==> src/hdl/tcc_pkg.sv <==
// Shared types and constants for the torque converter coupling block.
// No dependencies; every other file in hdl/ depends on this package.
package tcc_pkg;

    localparam int unsigned SR_W   = 17;   // speed ratio, Q1.16
    localparam int unsigned TR_W   = 19;   // torque ratio / stall ratio, Q3.16
    localparam int unsigned CP_W   = 17;   // coupling point, Q1.16
    localparam int unsigned CC_W   = 32;   // capacity coefficient, Q0.32
    localparam int unsigned SPD_W  = 32;   // speeds, signed Q16.16
    localparam int unsigned CAP_W  = 48;   // capacity, Q32.16
    localparam int unsigned CFG_IDX_W = 2;
    localparam int unsigned CFG_DAT_W = 32;

    localparam int unsigned FRAC_W = 16;   // fraction bits of the speed ratio

    localparam logic [TR_W-1:0] ONE_Q16   = TR_W'(65536);
    localparam logic [TR_W-1:0] STALL_RST = TR_W'(131072);
    localparam logic [CP_W-1:0] COUPLE_RST = CP_W'(55706);
    localparam logic [CC_W-1:0] CAPCO_RST = CC_W'(17352);

    // Register map of the configuration port
    typedef enum logic [CFG_IDX_W-1:0] {
        CFG_STALL  = 2'd0,
        CFG_COUPLE = 2'd1,
        CFG_CAPCO  = 2'd2
    } t_cfg_idx;

    // Sideband carried through the speed divider
    typedef struct packed {
        logic             ok;      // linked, both nonzero, same sign
        logic             clamp;   // |t| >= |p|, ratio saturates at one
        logic             lnk;
        logic [SPD_W-1:0] mref;    // max(|p|, |t|)
    } t_d1_side;

    // Sideband carried through the torque divider
    typedef struct packed {
        logic [SR_W-1:0] sr;
        logic            byp;      // torque ratio is exactly one
        logic            lnk;
        logic [32:0]     sr2;      // sr squared, at most 2^32
        logic [63:0]     m2;       // mref squared, Q32.32
    } t_d2_side;

endpackage

==> src/hdl/tcc_div.sv <==
// Pipelined restoring divider, one quotient bit per stage, with sideband.
// Depends on tcc_pkg; all widths come in as parameters.
module tcc_div #(
    parameter int unsigned DEN_W  = 32,
    parameter int unsigned Q_W    = 16,
    parameter int unsigned SIDE_W = 8
) (
    input  logic              i_clk,
    input  logic              i_rst_n,
    input  logic              i_en,
    input  logic              i_vld,
    input  logic [DEN_W-1:0]  i_rem,    // upper dividend part, below i_den
    input  logic [Q_W-1:0]    i_low,    // dividend bits shifted in, MSB first
    input  logic [DEN_W-1:0]  i_den,
    input  logic [SIDE_W-1:0] i_side,
    output logic              o_vld,
    output logic [Q_W-1:0]    o_quo,
    output logic [SIDE_W-1:0] o_side
);
    import tcc_pkg::*;

    logic [Q_W-1:0]    r_vld;
    logic [DEN_W-1:0]  r_rem  [Q_W];
    logic [Q_W-1:0]    r_low  [Q_W];
    logic [Q_W-1:0]    r_quo  [Q_W];
    logic [DEN_W-1:0]  r_den  [Q_W];
    logic [SIDE_W-1:0] r_side [Q_W];

    for (genvar g = 0; g < Q_W; g++) begin : g_stage
        logic              w_vld;
        logic [DEN_W-1:0]  w_rem;
        logic [Q_W-1:0]    w_low;
        logic [Q_W-1:0]    w_quo;
        logic [DEN_W-1:0]  w_den;
        logic [SIDE_W-1:0] w_side;
        logic [DEN_W:0]    w_shf;
        logic [DEN_W:0]    w_dif;
        logic              w_ge;

        if (g == 0) begin : g_head
            assign w_vld  = i_vld;
            assign w_rem  = i_rem;
            assign w_low  = i_low;
            assign w_quo  = '0;
            assign w_den  = i_den;
            assign w_side = i_side;
        end else begin : g_body
            assign w_vld  = r_vld[g-1];
            assign w_rem  = r_rem[g-1];
            assign w_low  = r_low[g-1];
            assign w_quo  = r_quo[g-1];
            assign w_den  = r_den[g-1];
            assign w_side = r_side[g-1];
        end

        // Shift in one dividend bit, subtract when it fits
        assign w_shf = {w_rem, w_low[Q_W-1]};
        assign w_dif = w_shf - {1'b0, w_den};
        assign w_ge  = (w_shf >= {1'b0, w_den});

        always_ff @(posedge i_clk) begin
            if (!i_rst_n) begin
                r_vld[g] <= 1'b0;
            end else if (i_en) begin
                r_vld[g] <= w_vld;
            end
        end

        always_ff @(posedge i_clk) begin
            if (i_en) begin
                r_rem[g]  <= w_ge ? w_dif[DEN_W-1:0] : w_shf[DEN_W-1:0];
                r_low[g]  <= {w_low[Q_W-2:0], 1'b0};
                r_quo[g]  <= {w_quo[Q_W-2:0], w_ge};
                r_den[g]  <= w_den;
                r_side[g] <= w_side;
            end
        end
    end

    assign o_vld  = r_vld[Q_W-1];
    assign o_quo  = r_quo[Q_W-1];
    assign o_side = r_side[Q_W-1];

endmodule
==> config.mk <==
export PLATFORM = sky130hd
export DESIGN_NAME = tcc_div
export DESIGN_NICKNAME = d
export VERILOG_FILES = /design/src/hdl/tcc_pkg.sv /design/src/hdl/tcc_div.sv
export SDC_FILE = /design/constraint.sdc
export NUM_CORES = 2
export LEC_CHECK = 0
export BUFFER_PORTS_ARGS = -buffer_cell sky130_fd_sc_hd__clkbuf_2
export CAP_MARGIN = 10
export CORE_ASPECT_RATIO = 1.75
export CORE_MARGIN = 1
export CORE_UTILIZATION = 65
export CTS_BUF_LIST = sky130_fd_sc_hd__clkbuf_4 sky130_fd_sc_hd__clkbuf_8
export DETAILED_ROUTE_END_ITERATION = 10
export GPL_ROUTABILITY_DRIVEN = 0
export GPL_TIMING_DRIVEN = 0
export PLACE_DENSITY = 0.82
export REMOVE_ABC_BUFFERS = 1
export SYNTH_ARGS = -nofsm -noshare
export SYNTH_HDL_FRONTEND = slang
export SYNTH_SLANG_ARGS = --single-unit
==> constraint.sdc <==
create_clock -name i_clk -period 10.45 [get_ports i_clk]
set_input_delay 2.6125 -clock i_clk [delete_from_list [all_inputs] [get_ports i_clk]]
set_output_delay 2.6125 -clock i_clk [all_outputs]
set_load 0.01 [all_outputs]
# [Yosys cells after proc, flatten, opt, wreduce, memory -nomap -nowiden]
# Memory sizes are Yosys's and may differ from the RTL's.
# Index checks and enable logic that the tools add are counted.
[word_totals] ff_bits=16 ramBits=1648 in_bits=92 out_inout_bits=25 elab_cells=71 memories=5
[classes] add_sub_neg=16 n_lt_le_gt_ge=16 mux=18
[mem_list] memory="r_den" words=16 width=32 rd=15 rd_ports_with_merged_regs=0 wr=16 line_no="tcc_div.sv:26" source="logic [DEN_W-1:0] r_den [Q_W];"
[mem_list] memory="r_rem" words=16 width=32 rd=15 rd_ports_with_merged_regs=0 wr=16 line_no="tcc_div.sv:23" source="logic [DEN_W-1:0] r_rem [Q_W];"
[mem_list] memory="r_quo" words=16 width=16 rd=16 rd_ports_with_merged_regs=0 wr=16 line_no="tcc_div.sv:25" source="logic [Q_W-1:0] r_quo [Q_W];"
[mem_list] memory="r_low" words=16 width=15 rd=15 rd_ports_with_merged_regs=0 wr=16 line_no="tcc_div.sv:24" source="logic [Q_W-1:0] r_low [Q_W];"
[mem_list] memory="r_side" words=16 width=8 rd=16 rd_ports_with_merged_regs=0 wr=16 line_no="tcc_div.sv:27" source="logic [SIDE_W-1:0] r_side [Q_W];"
[op_table] op="33-bit by 32-bit greater-or-equal comparator with 1-bit output" n=16
[op_table] op="32-bit two-way mux" n=16
[op_table] op="32-bit subtractor" n=16
[op_table] op="1-bit two-way mux" n=2

# [Longest topological paths before layout]
# An unclocked memory read counts as a cell.
[logic_depth] depth_word=3 ltp_mapped=16 depth_no_buf=14

# [Least setup slack after synthesis]
# No wires, ideal clock.
[synth_timing] path_type="input to register" startpoint="input i_den[2]" endpoint="memory r_rem[0][27], data pin" setup_time_ns=0.268 arrival_time_ns=5.249 t_required_ns=10.182 slack_ns=4.934 stages=13 n_path_buf=0 cell_sequence="inv_1 ha_1 o21ai_0 a31oi_1 nor4_1 o31a_1 o211ai_1 a221oi_1 nor3_1 a2111oi_0 a21oi_1 xnor2_1 o21ai_0"
[synth_rtl] item="start, declared" line_no="tcc_div.sv:14" source="input logic [DEN_W-1:0] i_den,"
[synth_rtl] item="end, declared" line_no="tcc_div.sv:23"

==> run_results.csv <==
group,metric,value,unit
logic_synthesis,synth_ff_type,"edfxtp_1",
critical_path,critPathBufInv,2,
critical_path,cp-end-kind,"flop",
timing,rsz0062_at_grt,"false",
power_and_ir_drop,p_leak,32.32,nW
layout,fillers,7334,
cts,clockBufferDepth,3,
cts,clock-sinks,1360,
floorplan,chipHeight,443.5,um
detailed_routing,route.detailed.drc,1,
detailed_routing,wl,148200,um
floorplan,start_util,65.71,%
critical_path,worstSetupStartpointType,"primary input",
power_and_ir_drop,p_sw,8.472,mW
timing,finalCritPeriodShare,57.07,%
timing,skew,40.06,ps
cts,cts_tree,"done",
logic_synthesis,ys_seq_elements,1360,
logic_synthesis,yosys.area.top_type_share,55.74,%
global_route,antenna_found_initial,1,
detailed_routing,first_iter_violations,2290,
global_route,overflow,0,
floorplan,fp.dieW,254.3,um
power_and_ir_drop,p_comb_share,45.6,%
critical_path,cp.arrival,6580,ps
layout,area_growth,8.713,%
logic_synthesis,synth.area.top_cells,"edfxtp_1, ha_1, o21ai_0, inv_1, a21oi_1",
layout,layout-drive-gt1-share,10.18,%
run,cap_violations,0,
placement,hpwlAfterDp,111600,um
global_route,grt_pass1_wl,237100,um
power_and_ir_drop,p_clk_share,17.5,%
logic_synthesis,async_reset_ff_share,0,%
cts,clock_latency,900,ps
critical_path,slowest_stage,"a2111oi_0",
power_and_ir_drop,p_per_area,291.9,mW/mm2
timing,hold_viol,0,
logic_synthesis,yosysWarnings,0,
timing,max_slew_margin,7.146,%
floorplan,io-pin-count,117,
floorplan,die_area,0.1128,mm2
global_route,first_global_vias,50580,
outcome,violations,"design-rule violations",
logic_synthesis,syn-cell-area,0.07240,mm2
timing,whs,402.8,ps
cts,post_cts_buffers,0,
power_and_ir_drop,swShare,36.87,%
power_and_ir_drop,p_int,14.51,mW
logic_synthesis,seq_area_frac_synth,56.18,%
timing,fmax,0.1677,GHz
power_and_ir_drop,ir_worst_vdd,176.7,uV
critical_path,crit_family,"compound AO/OA/AOI/OAI gates",
timing,finalCriticalPeriod,5964,ps
detailed_routing,post_drt_via_cell_ratio,5.949,
power_and_ir_drop,seqPwrFrac,36.8,%
placement,port-buffer-count,116,
cts,cts_hold_buf,0,
timing,setup_viol,0,
critical_path,max_stage_delay,850,ps
global_route,grtUsageTotal,26.84,%
cts,path_clk_slew,60,ps
detailed_routing,dr_total_vias,47460,
logic_synthesis,synth_area_leader_cell,"edfxtp_1",
critical_path,path_class,"primary input to flop",
logic_synthesis,synth_edf_count,1344,
timing,fin_tns_setup,0,ps
detailed_routing,dr.pass1.iters,9,
cts,clockRootBuffer,"clkbuf_8",
worst_hold_path,min_path_cells,0,
critical_path,path_common_cell,"o21ai_0",
critical_path,cp_cell_sequence,"clkbuf_2 -> inv_1 -> ha_1 -> o21ai_0 -> a31oi_1 -> nor4_1 -> o31a_1 -> o211ai_1 -> a221oi_1 -> nor3_1 -> a2111oi_0 -> a21oi_1 -> xnor2_1 -> o21ai_0",
logic_synthesis,synth_cell_types,95,
logic_synthesis,syn_inst,6168,
detailed_routing,wl_per_cell,18.58,um
cts,htree_num_levels,4,
global_route,grt_max_degree,127,
critical_path,crit_fanout,5,
cts,cts_resized,0,
floorplan,core,0.1102,mm2
cts,numCtsBuffers,187,
outcome,outcome,"finished with violations",
logic_synthesis,synth.avg_cell_area,11.74,um2
layout,nNetsFinal,6990,
layout,stdcell_area,0.07871,mm2
critical_path,worst_r2r_path_depth,14,
timing,max_slew.worst_pin.slew,1380,ps
placement,place_area,0.07503,mm2
critical_path,crit_cells,14,
floorplan,rows,161,
detailed_routing,ant_nets,0,
critical_path,cp.required,11070,ps
timing,drv_slew,0,
worst_hold_path,hold_class,"flop to flop",
power groups by stage:
stage	registers (mW)	logic [mW]	clock network, mW
after floorplan	8.35	7.78	0
final	8.46	10.5	4.03
after global placement	8.78	9.74	0
after global routing	8.58	11.6	4.33
after CTS	8.44	10.4	4.11
after detailed placement	8.55	10.3	0
cells by family (layout without fill, tap and decap cells):
kind of cell | count (synthesis) | count (layout) | synth area share (%)
compound gates | 1581 | 1581 | 13.66
flops | 1360 | 1360 | 56.18
simple gates | 1326 | 1326 | 8.753
buf+inv | 772 | 1114 | 4.109
fa+ha+maj | 527 | 527 | 9.262
xor+xnor | 408 | 408 | 4.935
mux | 194 | 194 | 3.102
other cells | 0 | 1 | 0
layout make-up:
cell class	count	area, um2	share of cell area, %
well taps	1467	1836	2.332
diodes	1	2.502	0.003179
clock buffers	262	3206	4.072
flip-flops and latches	1360	40680	51.68
multi-input cells	4036	28840	36.63
clock inverters	66	465.4	0.5913
inverters	636	2387	3.033
repair buffers	150	1301	1.653
metrics by stage:
step | util, % | setup WS [ps] | power [mW] | instances
after floorplan | - | 3698 | 16.13 | 6032
after global routing | 71.43 | 4321 | 24.47 | 7978
after global placement | 67.37 | -16190 | 18.53 | 7615
final | 71.43 | 4486 | 22.98 | 7978
after CTS | 71.43 | 4667 | 22.95 | 7976
after detailed placement | 68.10 | 3693 | 18.87 | 7648
metal layers:
| metal | part of all wire [%] | routed length, um | vias to the layer above | track usage, % |
|---|---|---|---|---|
| li1 | - | - | 22950 | - |
| met1 | 29 | 43490 | 22660 | 20.15 |
| met2 | 57 | 83770 | 1198 | 53.13 |
| met3 | 2.9 | 4348 | 650 | 4.222 |
| met4 | 11 | 16600 | 0 | 27.20 |
| met5 | 0 | 0 | - | 0 |
path summary, 6_finish.rpt:
kind | startpoint | endpoint | slack, ps
min reg2reg | r_quo[2][4] | r_quo[2][21] | 400
min | r_quo[2][4] | r_quo[2][21] | 400
max | i_den[2] | r_rem[0][27] | 4490
max reg2reg | r_low[7][14] | r_rem[8][14] | 5480
cell usage in the layout (no fill, tap or decap), types with 34 or more instances in the layout:
cell / netlist / routed
nor3_1: 57 / 57
clkbuf_8: 0 / 199
nand4_1: 77 / 77
and3_1: 41 / 41
nand3_1: 93 / 93
nor2_1: 241 / 240
clkbuf_4: 0 / 64
clkinv_1: 0 / 34
a31oi_1: 49 / 49
a21o_1: 237 / 237
inv_1: 636 / 636
xor2_1: 177 / 177
nor2b_1: 102 / 102
nand2b_1: 88 / 88
edfxtp_1: 1344 / 1344
a211oi_1: 40 / 39
o21bai_1: 60 / 60
clkbuf_2: 0 / 116
mux2_2: 134 / 134
ha_1: 512 / 512
o21ai_0: 491 / 491
a21oi_1: 407 / 406
xnor2_1: 231 / 231
o21a_1: 66 / 65
nand2_1: 512 / 512
cell usage after synthesis, types with 16 or more instances:
| cell | n |
|---|---|
| a211oi_1 | 40 |
| a21o_1 | 237 |
| a21oi_1 | 407 |
| a221oi_1 | 18 |
| a31oi_1 | 49 |
| and2_1 | 19 |
| and3_1 | 41 |
| buf_2 | 23 |
| clkbuf_1 | 101 |
| dfxtp_1 | 16 |
| edfxtp_1 | 1344 |
| ha_1 | 512 |
| inv_1 | 636 |
| mux2_2 | 134 |
| mux2_4 | 27 |
| mux2i_1 | 32 |
| nand2_1 | 512 |
| nand2b_1 | 88 |
| nand3_1 | 93 |
| nand4_1 | 77 |
| nor2_1 | 241 |
| nor2b_1 | 102 |
| nor3_1 | 57 |
| nor4_1 | 17 |
| o211ai_1 | 18 |
| o21a_1 | 66 |
| o21ai_0 | 491 |
| o21bai_1 | 60 |
| o31ai_1 | 32 |
| or2_2 | 16 |
| or3_1 | 17 |
| xnor2_1 | 231 |
| xor2_1 | 177 |
sequential cells by signal, indices dropped and copies added (netlist names):
signal,count
r_den,480
r_rem,480
r_quo,136
r_side,128
r_low,120
g_stage.w_vld,15
o_vld,1
No activity file was read; power rests on OpenSTA's default activity.
